$ cat src/sv/dtfp_pkg.sv
// ----------------------------------------------------------------------------
// dtfp_pkg
// Shared types and constants of the decimal text to fixed-point parser.
// ----------------------------------------------------------------------------
package dtfp_pkg;

	localparam int FRAC_DIGITS = 4;
	localparam int SCALE_W     = 14;
	localparam int WHOLE_W     = 20;
	localparam int FRAC_W      = 14;
	localparam int NDIG_W      = 3;
	localparam int VALUE_W     = 22;
	localparam int PRODW_W     = WHOLE_W + SCALE_W;
	localparam int NUM_W       = 28;
	localparam int QDEPTH      = 4;
	localparam int QPTR_W      = 2;
	localparam int QCNT_W      = 3;

	localparam logic [WHOLE_W-1:0] WHOLE_GUARD = 20'd100000;
	localparam logic [PRODW_W-1:0] VALUE_LIMIT = 34'd2000000;
	localparam logic [SCALE_W-1:0] SCALE_RESET = 14'd1;
	// half of 10^FRAC_DIGITS, added before the final divide
	localparam logic [NUM_W-1:0]   ROUND_HALF  = 28'd5000;

	// divide by 10000 = 16 * 625: shift, then reciprocal multiply by 1/625
	localparam int                 DIV_SHIFT   = 4;
	localparam int                 Y_W         = NUM_W - DIV_SHIFT;
	localparam logic [Y_W-1:0]     RECIP_625   = 24'd6871947;
	localparam logic [Y_W-1:0]     DIV_ODD     = 24'd625;
	localparam int                 RECIP_SH    = 32;

	typedef logic [SCALE_W-1:0] scale_t;

	typedef struct packed {
		logic               bad;
		logic               neg;
		logic [WHOLE_W-1:0] whole;
		logic [FRAC_W-1:0]  frac;
		logic [NDIG_W-1:0]  ndig;
	} job_t;

	// multiplier that pads a fraction of ndig digits to FRAC_DIGITS digits
	function automatic logic [FRAC_W-1:0] fill_mult(input logic [NDIG_W-1:0] ndig);
		logic [FRAC_W-1:0] m;
		begin
			case (ndig)
				3'd0:    m = 14'd10000;
				3'd1:    m = 14'd1000;
				3'd2:    m = 14'd100;
				3'd3:    m = 14'd10;
				default: m = 14'd1;
			endcase
			return m;
		end
	endfunction

endpackage

$ cat src/sv/dtfp_ifs.sv
// ----------------------------------------------------------------------------
// dtfp_ifs
// Valid/ready channel interfaces: text bytes in, results out, scale writes.
// ----------------------------------------------------------------------------
interface dtfp_text_if;
	logic       valid;
	logic       ready;
	logic [7:0] text_byte;
	logic       starts_number;
	logic       no_more;
	modport source (output valid, text_byte, starts_number, no_more, input ready);
	modport sink   (input valid, text_byte, starts_number, no_more, output ready);
endinterface

interface dtfp_result_if;
	logic               valid;
	logic               ready;
	logic signed [21:0] scaled_value;
	logic               ok;
	modport source (output valid, scaled_value, ok, input ready);
	modport sink   (input valid, scaled_value, ok, output ready);
endinterface

interface dtfp_cfg_if;
	logic        valid;
	logic        ready;
	logic [13:0] scale_factor;
	modport source (output valid, scale_factor, input ready);
	modport sink   (input valid, scale_factor, output ready);
endinterface

$ cat src/sv/decimal_text_to_fixed_point.sv
// ----------------------------------------------------------------------------
// decimal_text_to_fixed_point
// Streams ASCII text and returns one scaled signed value per decimal number.
// ----------------------------------------------------------------------------
// Channels: text (sink) takes one byte per transfer with starts_number and
// no_more flags; result (source) gives scaled_value and ok; cfg (sink) takes
// the 14-bit scale factor, always ready, reset value 1. Write cfg only while
// no run is in flight.
// Throughput: the parser takes one byte per cycle while the job queue has
// room. Only bytes that end a run make a job; the scaling unit takes one
// job at a time through its multiply / reciprocal / correct sequence.
// Path: a job waits in the queue, then takes 4 scaling steps (NORM, MUL,
// REC, FIX) before result.valid is registered.
// Stall: the result register holds until taken; the scaling unit then
// waits, the 4-entry queue fills and text.ready drops once it is full.
// Reset: arst_n clears the parser to idle, empties the queue, drops
// result.valid and restores the scale factor to 1.
// ----------------------------------------------------------------------------
module decimal_text_to_fixed_point import dtfp_pkg::*; (
	input  logic          clk,
	input  logic          arst_n,
	dtfp_text_if.sink     text,
	dtfp_result_if.source result,
	dtfp_cfg_if.sink      cfg
);

	scale_t scale_q;   // multiplier for the parsed value
	logic   q_full;
	logic   push;
	job_t   push_job;
	logic   pop;
	logic   q_valid;
	job_t   q_job;

	// config writes always complete in one transfer
	assign cfg.ready = 1'b1;

	always_ff @(posedge clk or negedge arst_n) begin
		if (!arst_n)
			scale_q <= SCALE_RESET;
		else if (cfg.valid)
			scale_q <= cfg.scale_factor;
	end

	// front: classify bytes, build a job when a run ends or is rejected
	dtfp_front u_front (
		.clk      (clk),
		.arst_n   (arst_n),
		.text     (text),
		.q_full   (q_full),
		.push     (push),
		.push_job (push_job)
	);

	// decouples the byte stream from the multi-cycle scaling
	dtfp_queue u_queue (
		.clk      (clk),
		.arst_n   (arst_n),
		.push     (push),
		.push_job (push_job),
		.full     (q_full),
		.pop      (pop),
		.q_valid  (q_valid),
		.q_job    (q_job)
	);

	// back: scale, round, limit check and result register
	dtfp_back u_back (
		.clk     (clk),
		.arst_n  (arst_n),
		.scale   (scale_q),
		.q_valid (q_valid),
		.q_job   (q_job),
		.pop     (pop),
		.result  (result)
	);

endmodule

$ cat src/sv/dtfp_front.sv
// ----------------------------------------------------------------------------
// dtfp_front
// Byte-at-a-time parser: tracks sign, digits and point, emits one job per run.
// ----------------------------------------------------------------------------
module dtfp_front import dtfp_pkg::*; (
	input  logic         clk,
	input  logic         arst_n,
	dtfp_text_if.sink    text,
	input  logic         q_full,
	output logic         push,
	output job_t         push_job
);

	localparam logic [2:0] PH_IDLE  = 3'd0;
	localparam logic [2:0] PH_SIGN  = 3'd1;
	localparam logic [2:0] PH_WHOLE = 3'd2;
	localparam logic [2:0] PH_POINT = 3'd3;
	localparam logic [2:0] PH_FRAC  = 3'd4;

	localparam logic [7:0] CH_0     = 8'h30;
	localparam logic [7:0] CH_9     = 8'h39;
	localparam logic [7:0] CH_5     = 8'h35;
	localparam logic [7:0] CH_MINUS = 8'h2D;
	localparam logic [7:0] CH_PLUS  = 8'h2B;
	localparam logic [7:0] CH_POINT = 8'h2E;

	function automatic logic is_term(input logic [7:0] b);
		begin
			return b == 8'h2C || b == 8'h7D || b == 8'h5D || b == 8'h7C ||
			       b == 8'h20 || b == 8'h0A || b == 8'h0D || b == 8'h25 ||
			       b == 8'hC2 || b == 8'h6B;
		end
	endfunction

	logic [2:0]         phase_q, phase_d;
	logic               neg_q, neg_d;
	logic [WHOLE_W-1:0] whole_q, whole_d;
	logic [FRAC_W-1:0]  frac_q, frac_d;
	logic [NDIG_W-1:0]  ndig_q, ndig_d;
	logic               rnd_q, rnd_d;

	logic       accept;
	logic       digit;
	logic [3:0] dval;
	logic       emit;
	logic       bad;

	assign text.ready = !q_full;
	assign accept     = text.valid && text.ready;
	assign digit      = text.text_byte >= CH_0 && text.text_byte <= CH_9;
	assign dval       = 4'(text.text_byte - CH_0);

	always_comb begin
		phase_d = phase_q;
		neg_d   = neg_q;
		whole_d = whole_q;
		frac_d  = frac_q;
		ndig_d  = ndig_q;
		rnd_d   = rnd_q;
		emit    = 1'b0;
		bad     = 1'b0;
		if (text.starts_number) begin
			neg_d   = 1'b0;
			whole_d = '0;
			frac_d  = '0;
			ndig_d  = '0;
			rnd_d   = 1'b0;
			if (text.no_more) begin
				emit = 1'b1;
				bad  = 1'b1;
			end else if (text.text_byte == CH_MINUS || text.text_byte == CH_PLUS) begin
				neg_d   = text.text_byte == CH_MINUS;
				phase_d = PH_SIGN;
			end else if (digit) begin
				whole_d = WHOLE_W'(dval);
				phase_d = PH_WHOLE;
			end else begin
				emit = 1'b1;
				bad  = 1'b1;
			end
		end else if (phase_q == PH_IDLE) begin
			emit = 1'b0;
		end else if (text.no_more) begin
			emit = 1'b1;
			bad  = !(phase_q == PH_WHOLE || phase_q == PH_FRAC);
		end else begin
			unique case (phase_q)
				PH_SIGN: begin
					if (digit) begin
						whole_d = WHOLE_W'(dval);
						phase_d = PH_WHOLE;
					end else begin
						emit = 1'b1;
						bad  = 1'b1;
					end
				end
				PH_WHOLE: begin
					if (digit) begin
						if (whole_q > WHOLE_GUARD) begin
							emit = 1'b1;
							bad  = 1'b1;
						end else begin
							whole_d = WHOLE_W'(whole_q * WHOLE_W'(10)) + WHOLE_W'(dval);
						end
					end else if (text.text_byte == CH_POINT) begin
						phase_d = PH_POINT;
					end else begin
						emit = 1'b1;
						bad  = !is_term(text.text_byte);
					end
				end
				PH_POINT, PH_FRAC: begin
					if (digit) begin
						if (ndig_q < NDIG_W'(FRAC_DIGITS)) begin
							frac_d = FRAC_W'(frac_q * FRAC_W'(10)) + FRAC_W'(dval);
							ndig_d = ndig_q + NDIG_W'(1);
						end else if (!rnd_q) begin
							if (text.text_byte >= CH_5)
								frac_d = frac_q + FRAC_W'(1);
							rnd_d = 1'b1;
						end
						phase_d = PH_FRAC;
					end else begin
						emit = 1'b1;
						bad  = !(phase_q == PH_FRAC && is_term(text.text_byte));
					end
				end
				default: phase_d = PH_IDLE;
			endcase
		end
		if (emit)
			phase_d = PH_IDLE;
	end

	// finishing job carries the state held before this byte
	assign push           = accept && emit;
	assign push_job.bad   = bad;
	assign push_job.neg   = neg_q;
	assign push_job.whole = whole_q;
	assign push_job.frac  = frac_q;
	assign push_job.ndig  = ndig_q;

	always_ff @(posedge clk or negedge arst_n) begin
		if (!arst_n) begin
			phase_q <= PH_IDLE;
			neg_q   <= 1'b0;
			whole_q <= '0;
			frac_q  <= '0;
			ndig_q  <= '0;
			rnd_q   <= 1'b0;
		end else if (accept) begin
			phase_q <= phase_d;
			neg_q   <= neg_d;
			whole_q <= whole_d;
			frac_q  <= frac_d;
			ndig_q  <= ndig_d;
			rnd_q   <= rnd_d;
		end
	end

endmodule

$ cat src/sv/dtfp_queue.sv
// ----------------------------------------------------------------------------
// dtfp_queue
// Small job FIFO between the parser and the scaling unit.
// ----------------------------------------------------------------------------
module dtfp_queue import dtfp_pkg::*; (
	input  logic clk,
	input  logic arst_n,
	input  logic push,
	input  job_t push_job,
	output logic full,
	input  logic pop,
	output logic q_valid,
	output job_t q_job
);

	job_t              slot_q [QDEPTH];
	logic [QPTR_W-1:0] wr_ptr_q;
	logic [QPTR_W-1:0] rd_ptr_q;
	logic [QCNT_W-1:0] count_q;

	assign full    = count_q == QCNT_W'(QDEPTH);
	assign q_valid = count_q != '0;
	assign q_job   = slot_q[rd_ptr_q];

	always_ff @(posedge clk) begin
		if (push)
			slot_q[wr_ptr_q] <= push_job;
	end

	always_ff @(posedge clk or negedge arst_n) begin
		if (!arst_n) begin
			wr_ptr_q <= '0;
			rd_ptr_q <= '0;
			count_q  <= '0;
		end else begin
			if (push)
				wr_ptr_q <= wr_ptr_q + QPTR_W'(1);
			if (pop)
				rd_ptr_q <= rd_ptr_q + QPTR_W'(1);
			if (push && !pop)
				count_q <= count_q + QCNT_W'(1);
			else if (pop && !push)
				count_q <= count_q - QCNT_W'(1);
		end
	end

	a_no_overfill: assert property (@(posedge clk) disable iff (!arst_n)
		count_q <= QCNT_W'(QDEPTH))
		else $error("queue count beyond depth");

	a_no_push_full: assert property (@(posedge clk) disable iff (!arst_n)
		!(push && full))
		else $error("job pushed into full queue");

	a_no_pop_empty: assert property (@(posedge clk) disable iff (!arst_n)
		pop |-> q_valid)
		else $error("job popped from empty queue");

endmodule

$ cat src/sv/dtfp_back.sv
// ----------------------------------------------------------------------------
// dtfp_back
// Scaling unit: pads the fraction, multiplies by scale, rounds, checks range.
// ----------------------------------------------------------------------------
module dtfp_back import dtfp_pkg::*; (
	input  logic          clk,
	input  logic          arst_n,
	input  scale_t        scale,
	input  logic          q_valid,
	input  job_t          q_job,
	output logic          pop,
	dtfp_result_if.source result
);

	localparam logic [2:0] B_IDLE = 3'd0;
	localparam logic [2:0] B_NORM = 3'd1;
	localparam logic [2:0] B_MUL  = 3'd2;
	localparam logic [2:0] B_REC  = 3'd3;
	localparam logic [2:0] B_FIX  = 3'd4;

	logic [2:0]         state_q;
	job_t               job_q;
	logic [FRAC_W-1:0]  fracn_q;
	logic [PRODW_W-1:0] prodw_q;
	logic [NUM_W-1:0]   num_q;
	logic [Y_W-1:0]     y_q;
	logic [FRAC_W-1:0]  qe_q;

	logic                      out_valid_q;
	logic signed [VALUE_W-1:0] out_value_q;
	logic                      out_ok_q;

	logic [2*FRAC_W-1:0] fill_prod;
	logic [2*Y_W-1:0]    recip_prod;
	logic [Y_W-1:0]      y;
	logic [Y_W-1:0]      rem;
	logic [FRAC_W-1:0]   qfix;
	logic [VALUE_W-1:0]  mag;
	logic                over;
	logic                out_free;

	assign out_free   = !out_valid_q || result.ready;
	assign pop        = state_q == B_IDLE && q_valid;

	assign fill_prod  = job_q.frac * fill_mult(job_q.ndig);
	assign y          = num_q[NUM_W-1:DIV_SHIFT];
	assign recip_prod = y * RECIP_625;
	assign rem        = y_q - Y_W'(qe_q * DIV_ODD);
	assign qfix       = (rem >= DIV_ODD) ? qe_q + FRAC_W'(1) : qe_q;
	assign over       = prodw_q > VALUE_LIMIT;
	assign mag        = prodw_q[VALUE_W-1:0] + VALUE_W'(qfix);

	always_ff @(posedge clk) begin
		unique case (state_q)
			B_IDLE: if (pop) job_q <= q_job;
			B_NORM: begin
				fracn_q <= fill_prod[FRAC_W-1:0];
				prodw_q <= job_q.whole * scale;
			end
			B_MUL:  num_q <= NUM_W'(fracn_q * scale) + ROUND_HALF;
			B_REC: begin
				y_q  <= y;
				qe_q <= recip_prod[RECIP_SH+FRAC_W-1:RECIP_SH];
			end
			B_FIX: begin
				if (out_free) begin
					out_ok_q    <= !(job_q.bad || over);
					out_value_q <= (job_q.bad || over) ? '0 :
					               job_q.neg ? -signed'(mag) : signed'(mag);
				end
			end
			default: ;
		endcase
	end

	always_ff @(posedge clk or negedge arst_n) begin
		if (!arst_n) begin
			state_q     <= B_IDLE;
			out_valid_q <= 1'b0;
		end else begin
			unique case (state_q)
				B_IDLE: if (pop) state_q <= B_NORM;
				B_NORM: state_q <= B_MUL;
				B_MUL:  state_q <= B_REC;
				B_REC:  state_q <= B_FIX;
				B_FIX:  if (out_free) state_q <= B_IDLE;
				default: state_q <= B_IDLE;
			endcase
			if (state_q == B_FIX && out_free)
				out_valid_q <= 1'b1;
			else if (result.ready)
				out_valid_q <= 1'b0;
		end
	end

	assign result.valid        = out_valid_q;
	assign result.scaled_value = out_value_q;
	assign result.ok           = out_ok_q;

	a_reject_zero: assert property (@(posedge clk) disable iff (!arst_n)
		out_valid_q && !out_ok_q |-> out_value_q == '0)
		else $error("rejected result carries a nonzero value");

	// whole * scale stays within the limit; the rounded fraction adds at most scale
	a_in_range: assert property (@(posedge clk) disable iff (!arst_n)
		out_valid_q && out_ok_q |->
		out_value_q <= 22'sd2016383 && out_value_q >= -22'sd2016383)
		else $error("accepted result out of range");

	a_pop_starts: assert property (@(posedge clk) disable iff (!arst_n)
		pop |=> state_q == B_NORM)
		else $error("popped job did not enter the scaling sequence");

endmodule

$ cat src/flat_wrapper.sv
// flat-port wrapper written by rule: the top's interface ports become plain ports
module decimal_text_to_fixed_point_flat import dtfp_pkg::*;
  (clk, arst_n, text_valid, text_text_byte, text_starts_number, text_no_more, text_ready, result_valid, result_scaled_value, result_ok, result_ready, cfg_valid, cfg_scale_factor, cfg_ready);
  dtfp_text_if text_i ();
  dtfp_result_if result_i ();
  dtfp_cfg_if cfg_i ();
  input  logic clk;
  input  logic arst_n;
  input wire logic [$bits(text_i.valid)-1:0] text_valid;
  input wire logic [$bits(text_i.text_byte)-1:0] text_text_byte;
  input wire logic [$bits(text_i.starts_number)-1:0] text_starts_number;
  input wire logic [$bits(text_i.no_more)-1:0] text_no_more;
  output wire logic [$bits(text_i.ready)-1:0] text_ready;
  output wire logic [$bits(result_i.valid)-1:0] result_valid;
  output wire logic [$bits(result_i.scaled_value)-1:0] result_scaled_value;
  output wire logic [$bits(result_i.ok)-1:0] result_ok;
  input wire logic [$bits(result_i.ready)-1:0] result_ready;
  input wire logic [$bits(cfg_i.valid)-1:0] cfg_valid;
  input wire logic [$bits(cfg_i.scale_factor)-1:0] cfg_scale_factor;
  output wire logic [$bits(cfg_i.ready)-1:0] cfg_ready;
  assign text_i.valid = text_valid;
  assign text_i.text_byte = text_text_byte;
  assign text_i.starts_number = text_starts_number;
  assign text_i.no_more = text_no_more;
  assign text_ready = text_i.ready;
  assign result_valid = result_i.valid;
  assign result_scaled_value = result_i.scaled_value;
  assign result_ok = result_i.ok;
  assign result_i.ready = result_ready;
  assign cfg_i.valid = cfg_valid;
  assign cfg_i.scale_factor = cfg_scale_factor;
  assign cfg_ready = cfg_i.ready;
  decimal_text_to_fixed_point u_core (.clk(clk), .arst_n(arst_n), .text(text_i), .result(result_i), .cfg(cfg_i));
endmodule
$ cat config.mk
export PLATFORM = sky130hd
export DESIGN_NAME = decimal_text_to_fixed_point_flat
export DESIGN_NICKNAME = d
export VERILOG_FILES = /design/src/sv/dtfp_pkg.sv /design/src/sv/dtfp_ifs.sv /design/src/sv/decimal_text_to_fixed_point.sv /design/src/sv/dtfp_front.sv /design/src/sv/dtfp_queue.sv /design/src/sv/dtfp_back.sv /design/src/flat_wrapper.sv
export SDC_FILE = /design/constraint.sdc
export NUM_CORES = 2
export LEC_CHECK = 0
export BUFFER_PORTS_ARGS = -buffer_cell sky130_fd_sc_hd__buf_2
export CELL_PAD_IN_SITES_DETAIL_PLACEMENT = 1
export CELL_PAD_IN_SITES_GLOBAL_PLACEMENT = 1
export CORE_MARGIN = 4
export CORE_UTILIZATION = 30
export CTS_CLUSTER_SIZE = 30
export DETAILED_ROUTE_END_ITERATION = 10
export GPL_TIMING_DRIVEN = 0
export HOLD_SLACK_MARGIN = 0.08
export PLACE_DENSITY = 0.66
export SETUP_SLACK_MARGIN = 0.5
export SYNTH_ARGS = -nofsm -noshare
export SYNTH_HDL_FRONTEND = slang
export SYNTH_HIERARCHICAL = 1
export SYNTH_SLANG_ARGS = --single-unit
$ cat constraint.sdc
create_clock -name clk -period 8.3 [get_ports clk]
set_clock_uncertainty 0.1 [all_clocks]
set_input_delay 1.66 -clock clk [delete_from_list [all_inputs] [get_ports clk]]
set_output_delay 1.66 -clock clk [all_outputs]
set_load 0.1 [all_outputs]
==> impl_metrics.ini <==
[sta]
grt_setup_unrepaired = yes
layout_worst_path_cycle_share_pct = 104.5
hold_viol = 0
setup_viol = 8
fin_setup_tns_ns = -2.135
finalCriticalPeriod_ns = 8.672
count_of_final_max_slew_check_failures = 0
slew_headroom_pct = 19.42
setup_ws_ns = -0.3722
achievable-frequency_ghz = 0.1153
max_slew.worst_pin.slew_ns = 1.200

[floorplanning]
row_count = 148
io_pins = 55
dieWidth_microns = 412.8
area_of_the_die_sq_mm = 0.1704
design.core.area_sq_mm = 0.1628
height_of_the_die_microns = 412.8
initial_utilization_pct = 30.20

[cells_and_area]
area_delta_synth_final_pct = 12.83
final_antenna_diode_count = 0
drive_gt1_share_pct = 9.880
num-nets-final = 6227
finish.utilization_pct = 34.08

[global_route]
first_pass_grt_wire_length_microns = 210400
grt_start_max_net_pins = 51
residual_overflow_from_global_routing = 0
grt_pass1_vias = 37750
grt.total_usage_pct = 15.73
antenna_found_initial = 9

[route]
detailroute.via_count = 33590
first_pass_iters = 5
post_drt_wl_per_cell_microns = 18.62
antenna_violating_nets_post_route = 0
routed_wl_microns = 132200
drcViolationCount = 0
drtIter0Drc = 1624
post_drt_via_cell_ratio = 4.728

[critical_path]
cpMaxStageDelayCell = fa_1
crit_path_end_kind = register
path_class = reg -> reg
start_kind = register
timing.critical_path.slowest_cell_delay_ns = 0.51
worst_ep_required_time_ns = 8.55
cp_data_arrival_time_ns = 8.92
crit_path_frequent_cell = fa_1
worst-path-max-fanout = 6

[logic_synthesis]
synth_async_sr_flop_share_pct = 16.96
yosysWarnings = 6
syn_avg_cell_area_sq_um = 10.53
yosysSeqAreaShare_pct = 23.45
synth-edff-count = 328
yosysMostFrequentCell = inv_1
syn_inst = 4671
post-synth-top-area-cell = fa_1
ys_ff_latch = 395
synthesis.nets = 6006
ys_top_cells_by_area = fa_1, edfxtp_1, ha_1, inv_1, and2_1
postSynth.topFlopCell = edfxtp_1
yosys.cell_types.count = 103
synthTopCellsByCount = inv_1, fa_1, ha_1
synth.cell_area_sq_mm = 0.04916
yosysTopAreaCellShare_pct = 28.01

[placed_design]
io_buffer_count = 50
total_half_perimeter_wirelength_after_legalization_and_detailed_placement_microns = 107700
routabilityCongestion = 0.8620

[cts]
root_buffer = clkbuf_16
tritoncts = done
number_of_buffers_inserted_during_clock_tree_synthesis = 45
cts_sinks = 395
hold_buffers = 0
cts_max_path_buffers = 3
cts-htree-levels = 2
clock_insertion_delay_worst_skew_ns = 0.61
cts.reportedPaths.clkPinSlew_ns = 0.06

[run]
maxCapViolCount = 0

[outcome]
violated_checks = setup timing
status = finished with violations

[worst_hold_path]
min_delay_worst_type = reg -> reg
-- worst max-delay path: cells and delay by family (launching register included) --
family | cells | cell delay [ns]
fa+ha+maj | 7 | 2.76
flops | 1 | 0.50
simple gates | 12 | 2.76
buf+inv | 6 | 0.63
xor+xnor | 2 | 0.30
compound gates | 7 | 1.29
mux | 1 | 0.10
-- placed cells by master, fill, tap and decap left out, drive strengths merged, types with 66 or more instances in the layout --
master | netlist | final
buf | 25 | 205
o21ai | 104 | 104
fa | 688 | 688
ha | 618 | 618
inv | 992 | 996
xnor2 | 142 | 142
clkbuf | 111 | 162
xor2 | 79 | 79
dfrtp | 66 | 66
nor2 | 120 | 120
a21oi | 134 | 134
and2 | 268 | 268
edfxtp | 328 | 328
nand2 | 398 | 398
-- final timing paths --
| check | startpoint | end | slack, ns | cells after the start |
|---|---|---|---|---|
| max | u_core/u_back/qe_q[4] | u_core/u_back/result.scaled_value[20] | -0.37 | 35 |
| min | u_core/u_queue/wr_ptr_q[0] | u_core/u_queue/wr_ptr_q[0] | 0.42 | 1 |
| max reg2reg | u_core/u_back/qe_q[4] | u_core/u_back/result.scaled_value[20] | -0.37 | 35 |
| min reg2reg | u_core/u_queue/wr_ptr_q[0] | u_core/u_queue/wr_ptr_q[0] | 0.42 | 1 |
| max in group asynchronous | arst_n | u_core/scale_q[0] | 6.60 | 2 |
| min in group asynchronous | arst_n | u_core/u_front/frac_q[5] | 0.84 | 1 |
-- layer usage --
| metal | up-vias | wire length (microns) | track usage (%) |
|---|---|---|---|
| met5 | - | 37 | 0 |
| met4 | 6 | 3619 | 4.028 |
| met3 | 201 | 6982 | 3.089 |
| met2 | 609 | 64520 | 27.18 |
| met1 | 17310 | 57080 | 20.15 |
| li1 | 15470 | - | - |
-- sequential cells by signal, summed over array words and instances (netlist names) --
| signal | count |
|---|---|
| u_core/u_front/rnd_q | 1 |
| u_core/u_queue/rd_ptr_q | 2 |
| u_core/u_front/phase_q | 3 |
| u_core/u_back/job_q | 39 |
| u_core/u_front/ndig_q | 3 |
| u_core/u_back/state_q | 3 |
| u_core/u_queue/slot_q | 156 |
| u_core/u_queue/count_q | 3 |
| u_core/u_back/qe_q | 14 |
| u_core/u_back/y_q | 24 |
| u_core/u_front/whole_q | 20 |
| u_core/u_back/fracn_q | 14 |
| u_core/u_back/prodw_q | 34 |
| u_core/u_back/result.scaled_value | 22 |
| u_core/u_back/num_q | 24 |
| u_core/u_back/result.valid | 1 |
| u_core/u_queue/wr_ptr_q | 2 |
| u_core/u_front/neg_q | 1 |
| u_core/scale_q | 14 |
| u_core/u_back/result.ok | 1 |
| u_core/u_front/frac_q | 14 |
-- layout make-up --
cell class | instances | area (sq um)
Buffer | 136 | 695.7
Clock buffer | 57 | 1221
Clock inverter | 27 | 360.3
Fill cell | 18390 | 107300
Inverter | 992 | 3724
Multi-Input combinational cell | 3148 | 33870
Sequential cell | 395 | 11530
Tap cell | 2175 | 2721
Timing Repair Buffer | 174 | 1345
-- cell families (layout without fill, tap and decap cells) --
family	Yosys count	after routing	synth area share, %
AO/OA/AOI/OAI	480	480	6.398
XOR/XNOR	223	223	4.059
adder cells (fa/ha/maj)	1307	1307	43.76
buffers and inverters	1128	1386	8.841
flip-flops	395	395	23.45
multiplexers	65	65	2.367
other	1	1	0.007627
AND/OR/NAND/NOR	1072	1072	11.12
-- timing repair --
| item | 4_1_cts | 5_1_grt |
|---|---|---|
| buffers inserted | 56 | 52 |
| setup endpoints to repair | 33 | 29 |
| pin swaps | 18 | 27 |
| resized for setup | 63 | 113 |
-- metrics by stage --
stage | instances | hold slack [ns] | setup slack (ns) | area, sq um
after global routing | 7104 | 0.4569 | -0.8152 | 55470
after detailed placement | 6912 | 0.4197 | -0.8206 | 52500
after global placement | 6896 | 0.3670 | -2.036 | 52240
after CTS | 7052 | 0.4319 | -0.3582 | 54730
final | 7104 | 0.4225 | -0.3722 | 55470
after floorplan | 4671 | 0.3445 | 0.2845 | 49270
Power is not shown: default switching activity piles up to over one toggle a cycle in this logic, so the estimate is an artifact.
